## src/design/awc_pkg.sv

```systemverilog
// ----------------------------------------------------------------------------
// awc_pkg
// Shared types and constants of the terminal cell writer.
// ----------------------------------------------------------------------------
package awc_pkg;

  localparam int unsigned MAX_PARAMS_DEF  = 16;
  localparam int unsigned MAX_COLUMNS_DEF = 512;
  localparam int unsigned MAX_ROWS_DEF    = 256;

  localparam logic [9:0] COLS_RESET = 10'd80;
  localparam logic [8:0] ROWS_RESET = 9'd24;
  localparam logic [7:0] FORE_RESET = 8'd220;

  localparam logic [7:0] CH_ESC  = 8'h1b;
  localparam logic [7:0] CH_LF   = 8'h0a;
  localparam logic [7:0] CH_CR   = 8'h0d;
  localparam logic [7:0] CH_LBRK = 8'h5b;
  localparam logic [7:0] CH_SEMI = 8'h3b;
  localparam logic [7:0] CH_ZERO = 8'h30;
  localparam logic [7:0] CH_NINE = 8'h39;
  localparam logic [7:0] CH_M    = 8'h6d;
  localparam logic [7:0] CH_H    = 8'h48;
  localparam logic [7:0] CH_F    = 8'h66;
  localparam logic [7:0] CH_J    = 8'h4a;

  localparam logic [15:0] SGR_FORE = 16'd38;
  localparam logic [15:0] SGR_BACK = 16'd48;
  localparam logic [15:0] SGR_RGB  = 16'd2;
  localparam logic [15:0] CUR_MAX  = 16'hffff;

  typedef enum logic [0:0] {
    REG_GRID_COLUMNS = 1'b0,
    REG_GRID_ROWS    = 1'b1
  } reg_idx_e;

  typedef enum logic [0:0] {
    CMD_WRITE = 1'b0,
    CMD_CLEAR = 1'b1
  } cmd_kind_e;

  typedef enum logic [1:0] {
    MODE_GROUND = 2'd0,
    MODE_ESCAPE = 2'd1,
    MODE_CSI    = 2'd2
  } parse_mode_e;

  typedef enum logic [2:0] {
    W_OFF,
    W_CODE,
    W_SEL,
    W_RED,
    W_GREEN,
    W_BLUE
  } walk_state_e;

  typedef struct packed {
    cmd_kind_e   kind;
    logic [15:0] row;
    logic [15:0] col;
    logic [20:0] cp;
    logic [23:0] fore;
    logic [23:0] back;
  } cmd_t;

endpackage

```

## src/design/awc_front.sv

```systemverilog
// ----------------------------------------------------------------------------
// awc_front
// Byte parser: UTF-8 decode, control bytes, CSI parameters and SGR walk.
// ----------------------------------------------------------------------------
module awc_front #(
  parameter int unsigned MaxParams = awc_pkg::MAX_PARAMS_DEF
) (
  input  logic          clk_i,
  input  logic          rst_ni,
  input  logic          in_valid_i,
  output logic          in_ready_o,
  input  logic [7:0]    byte_i,
  input  logic          first_i,
  input  logic          last_i,
  input  logic          space_i,
  output logic          cmd_valid_o,
  output awc_pkg::cmd_t cmd_o
);

  localparam int unsigned CW = $clog2(MaxParams + 1);
  localparam int unsigned IW = $clog2(MaxParams);

  awc_pkg::parse_mode_e mode_q, mode_d;
  awc_pkg::walk_state_e wst_q, wst_d;
  logic [15:0] col_q, col_d, row_q, row_d;
  logic [23:0] fore_q, fore_d, back_q, back_d;
  logic [15:0] acc_q, acc_d, p0_q, p0_d, p1_q, p1_d;
  logic        seen_q, seen_d;
  logic [CW-1:0] cnt_q, cnt_d, wcnt_q, wcnt_d, k_q, k_d;
  logic [1:0]  rem_q, rem_d;
  logic [20:0] part_q, part_d;
  logic [7:0]  red_q, red_d, grn_q, grn_d;
  logic        selfore_q, selfore_d;
  logic [15:0] store_q [MaxParams];
  logic        st_we;
  logic [IW-1:0] st_wa, rd_addr;
  logic [15:0] st_wd, rd;
  logic [2:0]  off;
  logic        acc_in;

  assign in_ready_o = (wst_q == awc_pkg::W_OFF) && space_i;
  assign acc_in     = in_valid_i && in_ready_o;

  always_comb begin
    unique case (wst_q)
      awc_pkg::W_SEL:   off = 3'd1;
      awc_pkg::W_RED:   off = 3'd2;
      awc_pkg::W_GREEN: off = 3'd3;
      awc_pkg::W_BLUE:  off = 3'd4;
      default:          off = 3'd0;
    endcase
  end

  logic [CW+2:0] addr_sum;
  assign addr_sum = (CW+3)'(k_q) + (CW+3)'(off);
  assign rd_addr  = addr_sum[IW-1:0];
  assign rd       = store_q[rd_addr];

  // walk next state
  always_comb begin
    wst_d = wst_q;
    unique case (wst_q)
      awc_pkg::W_OFF: begin
        if (acc_in && rem_d == 2'd0 && mode_q == awc_pkg::MODE_CSI && !first_i
            && byte_i == awc_pkg::CH_M && wcnt_d != '0) begin
          wst_d = awc_pkg::W_CODE;
        end
      end
      awc_pkg::W_CODE: begin
        if (k_q >= wcnt_q) begin
          wst_d = awc_pkg::W_OFF;
        end else if ((rd == awc_pkg::SGR_FORE || rd == awc_pkg::SGR_BACK)
                     && ((CW+1)'(k_q) + (CW+1)'(4)) < (CW+1)'(wcnt_q)) begin
          wst_d = awc_pkg::W_SEL;
        end
      end
      awc_pkg::W_SEL:   wst_d = (rd == awc_pkg::SGR_RGB) ? awc_pkg::W_RED : awc_pkg::W_CODE;
      awc_pkg::W_RED:   wst_d = awc_pkg::W_GREEN;
      awc_pkg::W_GREEN: wst_d = awc_pkg::W_BLUE;
      awc_pkg::W_BLUE:  wst_d = awc_pkg::W_CODE;
      default:          wst_d = awc_pkg::W_OFF;
    endcase
  end

  // datapath
  always_comb begin
    logic [1:0]  need;
    logic [20:0] cp;
    logic        put;
    logic [15:0] pv;
    logic        push;
    logic [15:0] r0, c0;
    need = 2'd0; cp = 21'd0; put = 1'b0; pv = 16'd0; push = 1'b0;
    r0 = 16'd0; c0 = 16'd0;
    mode_d = mode_q; col_d = col_q; row_d = row_q; fore_d = fore_q; back_d = back_q;
    acc_d = acc_q; seen_d = seen_q; cnt_d = cnt_q; rem_d = rem_q; part_d = part_q;
    p0_d = p0_q; p1_d = p1_q; wcnt_d = wcnt_q; k_d = k_q;
    red_d = red_q; grn_d = grn_q; selfore_d = selfore_q;
    st_we = 1'b0; st_wa = '0; st_wd = 16'd0;
    cmd_valid_o = 1'b0;
    cmd_o = '0;
    if (acc_in) begin
      if (first_i) begin
        mode_d = awc_pkg::MODE_GROUND; col_d = '0; row_d = '0;
        fore_d = {3{awc_pkg::FORE_RESET}}; back_d = '0;
        acc_d = '0; seen_d = 1'b0; cnt_d = '0; rem_d = '0; part_d = '0;
      end
      if (rem_d != 2'd0) begin
        part_d = {part_d[14:0], byte_i[5:0]};
        rem_d  = rem_d - 2'd1;
        if (rem_d == 2'd0 || last_i) begin
          rem_d = 2'd0;
          put = 1'b1;
          cp  = part_d;
        end
      end else if (mode_d == awc_pkg::MODE_CSI) begin
        if (byte_i >= awc_pkg::CH_ZERO && byte_i <= awc_pkg::CH_NINE) begin
          acc_d  = {acc_d[12:0], 3'b000} + {acc_d[14:0], 1'b0}
                   + {12'd0, byte_i[3:0]};
          seen_d = 1'b1;
        end else if (byte_i == awc_pkg::CH_SEMI) begin
          push = 1'b1;
          pv = seen_d ? acc_d : 16'd0;
          acc_d = '0; seen_d = 1'b0;
        end else begin
          push = seen_d;
          pv = acc_d;
          mode_d = awc_pkg::MODE_GROUND;
          acc_d = '0; seen_d = 1'b0;
        end
      end else if (mode_d == awc_pkg::MODE_ESCAPE && byte_i == awc_pkg::CH_LBRK) begin
        mode_d = awc_pkg::MODE_CSI;
        acc_d = '0; seen_d = 1'b0; cnt_d = '0;
      end else begin
        mode_d = awc_pkg::MODE_GROUND;
        if (byte_i == awc_pkg::CH_ESC) begin
          mode_d = awc_pkg::MODE_ESCAPE;
        end else if (byte_i == awc_pkg::CH_LF) begin
          if (row_d != awc_pkg::CUR_MAX) row_d = row_d + 16'd1;
          col_d = '0;
        end else if (byte_i == awc_pkg::CH_CR) begin
          col_d = '0;
        end else if (byte_i >= 8'h20) begin
          cp = {13'd0, byte_i};
          if (byte_i[7:5] == 3'b110) begin
            need = 2'd1; cp = {16'd0, byte_i[4:0]};
          end else if (byte_i[7:4] == 4'b1110) begin
            need = 2'd2; cp = {17'd0, byte_i[3:0]};
          end else if (byte_i[7:3] == 5'b11110) begin
            need = 2'd3; cp = {18'd0, byte_i[2:0]};
          end
          if (need == 2'd0 || last_i) begin
            put = 1'b1;
          end else begin
            rem_d = need; part_d = cp;
          end
        end
      end
      if (push && cnt_d < CW'(MaxParams)) begin
        st_we = 1'b1;
        st_wa = cnt_d[IW-1:0];
        st_wd = pv;
        if (cnt_d == CW'(0)) p0_d = pv;
        if (cnt_d == CW'(1)) p1_d = pv;
        cnt_d = cnt_d + CW'(1);
      end
      if (!first_i && mode_q == awc_pkg::MODE_CSI && rem_q == 2'd0
          && mode_d == awc_pkg::MODE_GROUND) begin
        if (byte_i == awc_pkg::CH_M) begin
          if (cnt_d == '0) begin
            fore_d = {3{awc_pkg::FORE_RESET}}; back_d = '0;
          end
          wcnt_d = cnt_d;
          k_d = '0;
        end else if (byte_i == awc_pkg::CH_H || byte_i == awc_pkg::CH_F) begin
          r0 = (cnt_d >= CW'(1)) ? p0_d : 16'd1;
          c0 = (cnt_d >= CW'(2)) ? p1_d : 16'd1;
          row_d = (r0 != 16'd0) ? r0 - 16'd1 : 16'd0;
          col_d = (c0 != 16'd0) ? c0 - 16'd1 : 16'd0;
        end else if (byte_i == awc_pkg::CH_J) begin
          cmd_valid_o = 1'b1;
          cmd_o.kind  = awc_pkg::CMD_CLEAR;
        end
        cnt_d = '0;
      end
      if (put) begin
        cmd_valid_o = 1'b1;
        cmd_o.kind = awc_pkg::CMD_WRITE;
        cmd_o.row  = row_d;
        cmd_o.col  = col_d;
        cmd_o.cp   = cp;
        cmd_o.fore = fore_d;
        cmd_o.back = back_d;
        if (col_d != awc_pkg::CUR_MAX) col_d = col_d + 16'd1;
      end
      if (last_i) begin
        mode_d = awc_pkg::MODE_GROUND;
        rem_d = '0; part_d = '0; acc_d = '0; seen_d = 1'b0; cnt_d = '0;
      end
    end else begin
      unique case (wst_q)
        awc_pkg::W_CODE: begin
          if (k_q < wcnt_q) begin
            if (rd == 16'd0) begin
              fore_d = {3{awc_pkg::FORE_RESET}}; back_d = '0;
              k_d = k_q + CW'(1);
            end else if (wst_d == awc_pkg::W_SEL) begin
              selfore_d = (rd == awc_pkg::SGR_FORE);
            end else begin
              k_d = k_q + CW'(1);
            end
          end
        end
        awc_pkg::W_SEL: begin
          if (rd != awc_pkg::SGR_RGB) k_d = k_q + CW'(1);
        end
        awc_pkg::W_RED:   red_d = rd[7:0];
        awc_pkg::W_GREEN: grn_d = rd[7:0];
        awc_pkg::W_BLUE: begin
          if (selfore_q) fore_d = {red_q, grn_q, rd[7:0]};
          else back_d = {red_q, grn_q, rd[7:0]};
          k_d = k_q + CW'(5);
        end
        default: ;
      endcase
    end
  end

  always_ff @(posedge clk_i) begin
    if (st_we) store_q[st_wa] <= st_wd;
  end

  always_ff @(posedge clk_i or negedge rst_ni) begin
    if (!rst_ni) begin
      mode_q <= awc_pkg::MODE_GROUND; wst_q <= awc_pkg::W_OFF;
      col_q <= '0; row_q <= '0; fore_q <= {3{awc_pkg::FORE_RESET}}; back_q <= '0;
      acc_q <= '0; seen_q <= 1'b0; cnt_q <= '0; rem_q <= '0; part_q <= '0;
      p0_q <= '0; p1_q <= '0; wcnt_q <= '0; k_q <= '0;
      red_q <= '0; grn_q <= '0; selfore_q <= 1'b0;
    end else begin
      mode_q <= mode_d; wst_q <= wst_d;
      col_q <= col_d; row_q <= row_d; fore_q <= fore_d; back_q <= back_d;
      acc_q <= acc_d; seen_q <= seen_d; cnt_q <= cnt_d; rem_q <= rem_d; part_q <= part_d;
      p0_q <= p0_d; p1_q <= p1_d; wcnt_q <= wcnt_d; k_q <= k_d;
      red_q <= red_d; grn_q <= grn_d; selfore_q <= selfore_d;
    end
  end

  a_walk_blocks: assert property (@(posedge clk_i) disable iff (!rst_ni)
    wst_q != awc_pkg::W_OFF |-> !in_ready_o) else $error("input taken during SGR walk");
  a_cnt_range: assert property (@(posedge clk_i) disable iff (!rst_ni)
    cnt_q <= CW'(MaxParams)) else $error("parameter count overflow");
  a_utf8_ground: assert property (@(posedge clk_i) disable iff (!rst_ni)
    rem_q != 2'd0 |-> mode_q == awc_pkg::MODE_GROUND) else $error("utf8 outside ground");
  a_cmd_src: assert property (@(posedge clk_i) disable iff (!rst_ni)
    cmd_valid_o |-> acc_in) else $error("command without input word");

endmodule

```

## src/design/awc_fifo.sv

```systemverilog
// ----------------------------------------------------------------------------
// awc_fifo
// Two-entry command queue between parser and cell stage.
// ----------------------------------------------------------------------------
module awc_fifo (
  input  logic          clk_i,
  input  logic          rst_ni,
  input  logic          push_i,
  input  awc_pkg::cmd_t wdata_i,
  output logic          space_o,
  input  logic          pop_i,
  output logic          avail_o,
  output awc_pkg::cmd_t rdata_o
);

  awc_pkg::cmd_t mem_q [2];
  logic       wp_q, rp_q;
  logic [1:0] cnt_q;

  assign space_o = (cnt_q != 2'd2);
  assign avail_o = (cnt_q != 2'd0);
  assign rdata_o = mem_q[rp_q];

  always_ff @(posedge clk_i) begin
    if (push_i) mem_q[wp_q] <= wdata_i;
  end

  always_ff @(posedge clk_i or negedge rst_ni) begin
    if (!rst_ni) begin
      wp_q <= 1'b0; rp_q <= 1'b0; cnt_q <= 2'd0;
    end else begin
      if (push_i) wp_q <= ~wp_q;
      if (pop_i) rp_q <= ~rp_q;
      cnt_q <= cnt_q + {1'b0, push_i} - {1'b0, pop_i};
    end
  end

endmodule

```

## src/design/awc_back.sv

```systemverilog
// ----------------------------------------------------------------------------
// awc_back
// Cell stage: grid bounds check, cell index and output register.
// ----------------------------------------------------------------------------
module awc_back #(
  parameter int unsigned MaxColumns = awc_pkg::MAX_COLUMNS_DEF,
  parameter int unsigned MaxRows    = awc_pkg::MAX_ROWS_DEF
) (
  input  logic          clk_i,
  input  logic          rst_ni,
  input  logic [9:0]    cols_i,
  input  logic [8:0]    rows_i,
  input  logic          avail_i,
  input  awc_pkg::cmd_t cmd_i,
  output logic          pop_o,
  output logic          valid_o,
  input  logic          ready_i,
  output logic          kind_o,
  output logic [87:0]   data_o
);

  localparam int unsigned ECW = $clog2(MaxColumns + 1);
  localparam int unsigned ERW = $clog2(MaxRows + 1);
  localparam int unsigned IXW = (ECW + ERW + 1 > 17) ? ECW + ERW + 1 : 17;

  logic [ECW-1:0] ecols;
  logic [ERW-1:0] erows;
  logic           in_grid;
  logic [IXW-1:0] idx;
  logic           valid_q, valid_d;
  logic           kind_q, kind_d;
  logic [87:0]    data_q, data_d;

  always_comb begin
    if (cols_i == 10'd0) ecols = ECW'(1);
    else if (32'(cols_i) > MaxColumns) ecols = ECW'(MaxColumns);
    else ecols = ECW'(cols_i);
    if (rows_i == 9'd0) erows = ERW'(1);
    else if (32'(rows_i) > MaxRows) erows = ERW'(MaxRows);
    else erows = ERW'(rows_i);
  end

  assign in_grid = (32'(cmd_i.row) < 32'(erows)) && (32'(cmd_i.col) < 32'(ecols));
  assign idx = IXW'(cmd_i.row[ERW-1:0]) * IXW'(ecols) + IXW'(cmd_i.col[ECW-1:0]);
  assign pop_o = avail_i && (!valid_q || ready_i);

  always_comb begin
    valid_d = valid_q && !ready_i;
    kind_d  = kind_q;
    data_d  = data_q;
    if (pop_o) begin
      if (cmd_i.kind == awc_pkg::CMD_CLEAR) begin
        valid_d = 1'b1;
        kind_d  = 1'b1;
        data_d  = '0;
      end else begin
        valid_d = in_grid;
        kind_d  = 1'b0;
        data_d  = {2'b00, cmd_i.back[7:0], cmd_i.back[15:8], cmd_i.back[23:16],
                   cmd_i.fore[7:0], cmd_i.fore[15:8], cmd_i.fore[23:16],
                   cmd_i.cp, idx[16:0]};
      end
    end
  end

  always_ff @(posedge clk_i) begin
    kind_q <= kind_d;
    data_q <= data_d;
  end

  always_ff @(posedge clk_i or negedge rst_ni) begin
    if (!rst_ni) valid_q <= 1'b0;
    else valid_q <= valid_d;
  end

  assign valid_o = valid_q;
  assign kind_o  = kind_q;
  assign data_o  = data_q;

endmodule

```

## src/design/ansi_utf8_terminal_cell_writer.sv

```systemverilog
// ----------------------------------------------------------------------------
// ansi_utf8_terminal_cell_writer
// Terminal byte stream to character-grid commands.
// ----------------------------------------------------------------------------
// Input stream: one byte per word on tdata[7:0]; tuser marks the first byte
// of a frame, tlast the last one. Output stream: one grid command per word,
// tuser is the command kind (0 write cell, 1 clear grid).
// Configuration: write grid_columns (index 0) or grid_rows (index 1) while
// the block is idle.
// Throughput: one byte per cycle while the queue has space. After the SGR
// final byte 'm' no byte is taken while the stored parameters are walked
// and applied to the colours.
// Each command is registered in the queue and then in the output register.
// A two-entry queue separates the parser from the output register, so a
// stalled receiver backs up the queue and then holds off the input.
// Reset clears parser, cursor, colours and queue; the grid returns to
// 80 columns by 24 rows.
// ----------------------------------------------------------------------------
module ansi_utf8_terminal_cell_writer #(
  parameter int unsigned MaxParams  = awc_pkg::MAX_PARAMS_DEF,
  parameter int unsigned MaxColumns = awc_pkg::MAX_COLUMNS_DEF,
  parameter int unsigned MaxRows    = awc_pkg::MAX_ROWS_DEF
) (
  input  logic        clk_i,
  input  logic        rst_ni,
  input  logic        s_axis_tvalid_i,
  output logic        s_axis_tready_o,
  input  logic [7:0]  s_axis_tdata_i,   // data_byte
  input  logic        s_axis_tuser_i,   // frame_start
  input  logic        s_axis_tlast_i,   // frame_end
  output logic        m_axis_tvalid_o,
  input  logic        m_axis_tready_i,
  // cell_index, code_point, fore_red, fore_green, fore_blue,
  // back_red, back_green, back_blue, zero pad
  output logic [87:0] m_axis_tdata_o,
  output logic        m_axis_tuser_o,   // command_kind
  input  logic        cfg_we_i,
  input  logic        cfg_idx_i,
  input  logic [9:0]  cfg_wdata_i
);

  logic [9:0] cols_q;
  logic [8:0] rows_q;
  logic       space, push, pop, avail;
  awc_pkg::cmd_t wcmd, rcmd;

  always_ff @(posedge clk_i or negedge rst_ni) begin
    if (!rst_ni) begin
      cols_q <= awc_pkg::COLS_RESET;
      rows_q <= awc_pkg::ROWS_RESET;
    end else if (cfg_we_i) begin
      unique case (awc_pkg::reg_idx_e'(cfg_idx_i))
        awc_pkg::REG_GRID_COLUMNS: cols_q <= cfg_wdata_i;
        awc_pkg::REG_GRID_ROWS:    rows_q <= cfg_wdata_i[8:0];
        default: ;
      endcase
    end
  end

  awc_front #(.MaxParams(MaxParams)) u_front (
    .clk_i, .rst_ni,
    .in_valid_i (s_axis_tvalid_i),
    .in_ready_o (s_axis_tready_o),
    .byte_i     (s_axis_tdata_i),
    .first_i    (s_axis_tuser_i),
    .last_i     (s_axis_tlast_i),
    .space_i    (space),
    .cmd_valid_o(push),
    .cmd_o      (wcmd)
  );

  awc_fifo u_fifo (
    .clk_i, .rst_ni,
    .push_i (push),
    .wdata_i(wcmd),
    .space_o(space),
    .pop_i  (pop),
    .avail_o(avail),
    .rdata_o(rcmd)
  );

  awc_back #(.MaxColumns(MaxColumns), .MaxRows(MaxRows)) u_back (
    .clk_i, .rst_ni,
    .cols_i (cols_q),
    .rows_i (rows_q),
    .avail_i(avail),
    .cmd_i  (rcmd),
    .pop_o  (pop),
    .valid_o(m_axis_tvalid_o),
    .ready_i(m_axis_tready_i),
    .kind_o (m_axis_tuser_o),
    .data_o (m_axis_tdata_o)
  );

endmodule

```

## config.mk

```make
export PLATFORM = sky130hd
export DESIGN_NAME = ansi_utf8_terminal_cell_writer
export DESIGN_NICKNAME = d
export VERILOG_FILES = /design/src/design/awc_pkg.sv /design/src/design/awc_front.sv /design/src/design/awc_fifo.sv /design/src/design/awc_back.sv /design/src/design/ansi_utf8_terminal_cell_writer.sv
export SDC_FILE = /design/constraint.sdc
export NUM_CORES = 1
export LEC_CHECK = 0
export ABC_CLOCK_PERIOD_IN_PS = 11000
export BUFFER_PORTS_ARGS = -buffer_cell sky130_fd_sc_hd__buf_2
export CAP_MARGIN = 20
export CORE_MARGIN = 2
export CORE_UTILIZATION = 45
export DETAILED_ROUTE_END_ITERATION = 6
export PLACE_DENSITY = 0.61
export SYNTH_ARGS = -nofsm -noshare
export SYNTH_HDL_FRONTEND = slang
export SYNTH_SLANG_ARGS = --single-unit
```

## constraint.sdc

```tcl
create_clock -name clk_i -period 11 [get_ports clk_i]
set_input_delay 1.1 -clock clk_i [delete_from_list [all_inputs] [get_ports clk_i]]
set_output_delay 1.1 -clock clk_i [all_outputs]
set_load 0.1 [all_outputs]
```

==> run metrics, run 1 <==
die area=0.0837 mm2; Worst-Margin Slew=1.09 ns; layout cells sized above 1=0.140; HP Class=input port to asynchronous set/reset pin; Fillers=6907; fin crit share=0.742; setup repair bufs after CTS=0; synth warn=0; Hold Fails Final Rpt=0; CP Data Required Time=11.49 ns; CP endpoint kind=register; clk buf depth=3; clock skew=0.0572 ns; Top FF cell, synth=edfxtp_1; Via density=5.66; minimum clock period=about 8.2 ns; Synth Register Bits=754; post-route ant nets=0; top post-synthesis cells by area=edfxtp_1 45%, dfrtp_1 13%, ha_1 4.0%, fa_1 3.6%, nor2_1 3.3%; 1st-pass router iterations=5; Flop pwr share=0.340; Max H-tree Level=3; routed wire length=88300 um; synth-to-layout area growth=12.7%; worst hold slack=0.445 ns; Setup TNS=0 ns; Simple-Gate Fraction of Synth Area=0.127; first-pass GRT wire length=approximately 140000 um; Startpoint Class=input port; synthesized area=about 0.037 mm2; initial core utilization=0.455; mux contribution to synthesized area=0.0621; Seq/Total Area, Yosys=0.591; Core ar.=0.0805 mm2; DR iter-0 viols=2120; post-CTS sizing=0; Synth Area per Inst=12.3 um2; cells after synthesis=2976; Crit path largest cell delay=0.52 ns; hold buffers post-CTS=0; Clock Tree Root=clkbuf_16; largest family of logic cells by synthesized area=simple AND/OR/NAND/NOR gates; total power draw=11.0 mW; total global routing overflow=0; gr usage total=0.214; Clock transition at path regs=0.06 ns; die height=289 um; Finish-stage setup viols=0; number of vias in the routed layout=23900; antenna violations before repair=4; number of remaining DRC errors=0; share of the synthesized area in the top cell type=0.448; vias in the first global route=roughly 24000; CP most frequent cell=ha_1; post-detail-place hpwl=61600 um; Max Cap Viol=0; Final Util=0.513; clock power share=0.251; critical path class=input port to register; worst-path cell with the longest stage delay=a2111oi_0; post-synthesis compound-gate area fraction=0.0968; adder-cell area share of the yosys netlist=0.0752; CTS Buf Count=80; FP Rows=104; Gate power share=0.409; Max transition margin=0.274; Die Wd=between 200 and 300 um; worst vdd ir=between 0.3 and 0.4 mV; FMAX=123 MHz; xor/xnor share of the synthesized area=0.0189; power per cell area=about 270 mW/mm2; Final Max Tran Viols=0; top cell type by total area after synthesis=edfxtp_1; asr flop ratio synth=0.275; final layout net count=3302; RSZ-0062 raised after global routing=no; worst endpoint data arrival time=8.64 ns; number of synthesized flops with an enable pin=approximately 550; routability cong.=0.938; Avg WL per Cell=20.9 um; clk_lat worst skew=0.65 ns; area of the multi-input gates=between 0.01 and 0.015 mm2; worst-path maximum fanout=30; CTS tree=built; LEAKAGE=about 16 nW; sw power=4.45 mW; clock sink total=754; internal power=6.59 mW; post-synth cell types=98; Sw Ratio=0.403; status=finished clean; I/O pins=117; largest net degree at the start of global routing=83; Port Buffer Count=114; Sequential Area=0.0216 mm2
## stage by stage
step / cell area (um2) / setup slack (ns) / instances
4_1_cts: 41300 / 2.96 / 4222
2_1_floorplan: 36600 / 0.253 / 2977
5_1_grt: 41300 / 2.25 / 4222
6_report: 41300 / 2.84 / 4224
3_3_place_gp: 38500 / 2.60 / 4072
3_5_place_dp: 38500 / 2.27 / 4073
## worst max-delay path, delay by kind of cell
kind,cells,cell delay (ns)
compound gates,10,3.17
simple gates,9,2.24
buf+inv,5,0.99
fa+ha+maj,4,0.95
xor+xnor,1,0.18
## layout make-up
cell class	instances	area share
flip-flops and latches	754	0.524
multi-input cells	1948	0.339
clock buffers	100	0.0517
well taps	1060	0.0321
repair buffers	178	0.0259
clock inverters	49	0.0151
inverters	133	0.0121
diodes	2	0.000121
## layer usage
metal / global-route usage / up-vias / wire length [um] / share of wire
met3: 0.0305 / 153 / 4550 / 0.052
met1: 0.299 / 12000 / 40000 / 0.45
met2: 0.347 / 677 / 41400 / 0.47
met4: 0.0651 / 0 / 2370 / 0.027
met5: 0 / - / 0 / 0
li1: - / 11100 / - / -
## cell families (layout without fill, tap and decap cells)
group / Yosys count / count (layout)
AOI/OAI and AO/OA: 540 / 540
muxes: 180 / 180
and+or+nand+nor: 966 / 966
buffers and inverters: 275 / 460
other: 1 / 4
adders and majority gates: 181 / 181
DFF: 754 / 754
xor gates and xnor gates: 79 / 79
## power groups by stage
stage	registers, mW	logic [mW]	clock network [mW]
floorplan	5.02	2.49	0
global placement	3.81	4.49	0
detailed placement	3.82	4.54	0
CTS	3.77	4.57	2.84
global route	3.80	5.01	2.95
finish	3.76	4.51	2.77
## cells in the final DEF (no fill, tap or decap), types with 14 or more instances in the layout
cell type and n:
o21a_1 16, fa_1 64, inv_1 129, clkinv_2 15
mux2_2 42, xnor2_1 45, a21o_1 22, nor4_1 38
o31ai_1 16, nand2b_1 20, a22o_1 35, a31oi_1 17
and2_1 74, clkbuf_16 80, nand3_1 37, dfstp_2 19
dfrtp_1 187, nor2_1 322, buf_2 114, edfxtp_1 547
nand4_1 17, o21ai_1 14, o211ai_1 14, ha_1 115
mux4_2 33, a22oi_1 27, mux2i_1 101, xor2_1 33
nor3_1 49, a21oi_1 102, nor2b_1 44, or3_1 15
nand2_1 261, o21ai_0 160, buf_4 62
## synth_stat cells, types with 51 or more instances
cell,count
ha_1,116
nor3_1,51
a21oi_1,103
and2_1,74
nor2_1,325
dfrtp_1,188
mux2i_1,101
o21ai_0,160
clkbuf_1,101
edfxtp_1,547
fa_1,65
inv_1,130
nand2_1,262
## registers in the layout, summed over array words and instances, names as in the netlist, 16 cells and up
| register | count |
|---|---|
| u_front.store_q | 256 |
| u_back.data_o | 86 |
| u_front.back_q | 24 |
| u_front.acc_q | 16 |
| u_front.p1_q | 16 |
| u_fifo.mem_q | 204 |
| u_front.col_q | 16 |
| u_front.row_q | 16 |
| u_front.p0_q | 16 |
| u_front.fore_q | 24 |
## final timing paths
path / slack, ns / from / end / cells past startpoint
min in group clk_i: 0.48 / u_front.row_q[1] / u_front.row_q[1] / 2
hold reg to reg: 0.48 / u_front.row_q[1] / u_front.row_q[1] / 2
max in group asynchronous: 9.05 / rst_ni / u_fifo.rp_q / 2
hold / removal: 0.45 / rst_ni / u_front.p0_q[10] / 1
setup reg to reg: 3.61 / u_front.rem_q[0] / u_front.col_q[11] / 27
setup / recovery: 2.84 / s_axis_tuser_i / u_front.col_q[11] / 29
Note: power is estimated with default switching activity, not from simulation.
==> run 2: changes to the inputs <==
ABC_CLOCK_PERIOD_IN_PS = 7600   (was 11000)
clock period = 7.6 ns   (was 11 ns; I/O delays follow)
==> run metrics, run 2 (synthesized netlist as in run 1, its figures left out) <==
status=finished clean; critical path class=input port to register; Worst-Margin Slew=1.10 ns (+0.0180 ns); r2r setup slk=0.86 ns (-2.75 ns); initial core utilization=0.455 (unchanged); Final Util=0.513 (+0.000807); Max H-tree Level=3 (unchanged); Setup TNS=0 ns (unchanged); die area=0.0837 mm2 (unchanged); post-CTS sizing=0 (unchanged); Biggest register=u_front.store_q; hold buffers post-CTS=0 (unchanged); clock sink total=754 (unchanged); most common cell after layout, fill and taps aside=edfxtp_1; pre-CTS setup slack=-0.0175 ns (-2.29 ns); clock power share=0.244 (-0.007); sw power=6.63 mW (+49%); worst endpoint data arrival time=7.45 ns (-1.19 ns); commonest cells after routing, fill and taps aside=547 x edfxtp_1, 324 x nor2_1, 261 x nand2_1; Antenna Cells=0 (-2); routability cong.=0.982 (+4.7%); Avg WL per Cell=21.2 um (+1.4%); layout cells sized above 1=0.143 (+0.00267); FMAX=144 MHz; antenna violations before repair=0 (-4); Cell Count Post-Placement=4085 (+0.29%); clk_lat worst skew=0.65 ns (about the same); Final WS setup=0.659 ns (-2.18 ns); post-route cell area=0.0413 mm2 (+0.16%); Die Wd=289 um (unchanged); final layout net count=3315 (+0.39%); Fillers=6928 (+0.30%); routed wire length=89800 um (+1.6%); Finish-stage setup viols=0 (unchanged); I/O pins=117 (unchanged); worst-path maximum fanout=14 (-53%); Gate power share=0.418 (+0.009); first-pass GRT wire length=140000 um (+1.2%); Port Buffer Count=114 (unchanged); FF-to-FF Start=u_front.rem_q[1]; r2r worst-path depth=27 (unchanged); LEAKAGE=16.1 nW (+1.0%); Area after DPL=0.0386 mm2 (+0.26%); DR iter-0 viols=2068 (-2.5%); Hold Fails Final Rpt=0 (unchanged); Via density=5.65 (about the same); Core ar.=0.0805 mm2 (unchanged); gr usage total=0.217 (+0.00326); max FFs per register=256 (unchanged); Layout Cells excl Fill=4233 (+0.21%); Clock Tree Root=clkbuf_16; worst-path cell with the longest stage delay=a2111oi_1; Crit path largest cell delay=0.49 ns (-0.03 ns); vias in the first global route=23900 (-1.4%); post-route ant nets=0 (unchanged); Max Cap Viol=0 (unchanged); CTS Buf Count=80 (unchanged); Flop pwr share=0.338 (-0.002); Clock transition at path regs=0.06 ns (about the same); RSZ-0062 raised after global routing=no; die height=289 um (unchanged); fin crit share=0.913; worst hold slack=0.250 ns (-0.196 ns); Sequential Area=0.0216 mm2 (unchanged); setup repair bufs after CTS=0 (unchanged); number of vias in the routed layout=23900 (+0.19%); internal power=9.49 mW (+44%); Startpoint Class=input port; largest net degree at the start of global routing=97 (+17%); FP Rows=104 (unchanged); worst vdd ir=0.386 mV (+28%); Final Max Tran Viols=0 (unchanged); area of the multi-input gates=0.0140 mm2 (about the same); 1st-pass router iterations=6 (+1); HP Class=input port to asynchronous set/reset pin; CTS tree=built; CP endpoint kind=register; power per cell area=390 mW/mm2 (+46%); CP most frequent cell=ha_1; clock skew=0.0333 ns (-0.0239 ns); clk buf depth=3 (unchanged); Max transition margin=0.244 (-0.0304); Sw Ratio=0.411 (+0.00792); synth-to-layout area growth=12.9%; number of remaining DRC errors=0 (unchanged); total power draw=16.1 mW (+46%); post-detail-place hpwl=62500 um (+1.4%); total global routing overflow=0 (unchanged); Critical R2R Capture=u_front.col_q[11]; CP Data Required Time=8.11 ns (-3.38 ns); minimum clock period=6.94 ns
## run 2: critical path, delay by kind of cell
family / cells / cell delay (ns)
and+or+nand+nor: 9 / 2.09
xor gates and xnor gates: 1 / 0.18
adders and majority gates: 4 / 0.97
AOI/OAI and AO/OA: 10 / 2.62
buffers and inverters: 5 / 0.78
## run 2: area by class of cell
type | instances | area share
repair buffers | 191 | 0.0286
clock inverters | 46 | 0.0130
multi-input cells | 1948 | 0.339
well taps | 1060 | 0.0321
flip-flops and latches | 754 | 0.523
inverters | 133 | 0.0121
clock buffers | 101 | 0.0525
## run 2: worst max-delay path by stage
stage	start	endpoint	cells after the start
2_1_floorplan	u_front.wst_q[2]	u_fifo.mem_q[1][0]	7
3_3_place_gp	s_axis_tuser_i	u_front.col_q[11]	29
3_5_place_dp	s_axis_tuser_i	u_front.col_q[11]	29
4_1_cts	s_axis_tuser_i	u_front.col_q[11]	29
5_1_grt	s_axis_tuser_i	u_front.col_q[12]	26
6_report	s_axis_tuser_i	u_front.col_q[11]	29
## run 2: metal layers
layer	share of wire	up-vias	global-route usage
li1	-	11100	-
met1	0.46	12000	0.305
met2	0.47	616	0.347
met3	0.044	162	0.0310
met4	0.031	0	0.0723
met5	0	-	0
## run 2: power groups by stage
| stage | registers, mW | logic (mW) | clock network (mW) |
|---|---|---|---|
| 2_1_floorplan | 7.24 | 3.60 | 0 |
| 3_3_place_gp | 5.51 | 6.68 | 0 |
| 3_5_place_dp | 5.53 | 6.77 | 0 |
| 4_1_cts | 5.45 | 6.82 | 4.03 |
| 5_1_grt | 5.50 | 7.45 | 4.19 |
| 6_report | 5.44 | 6.74 | 3.94 |
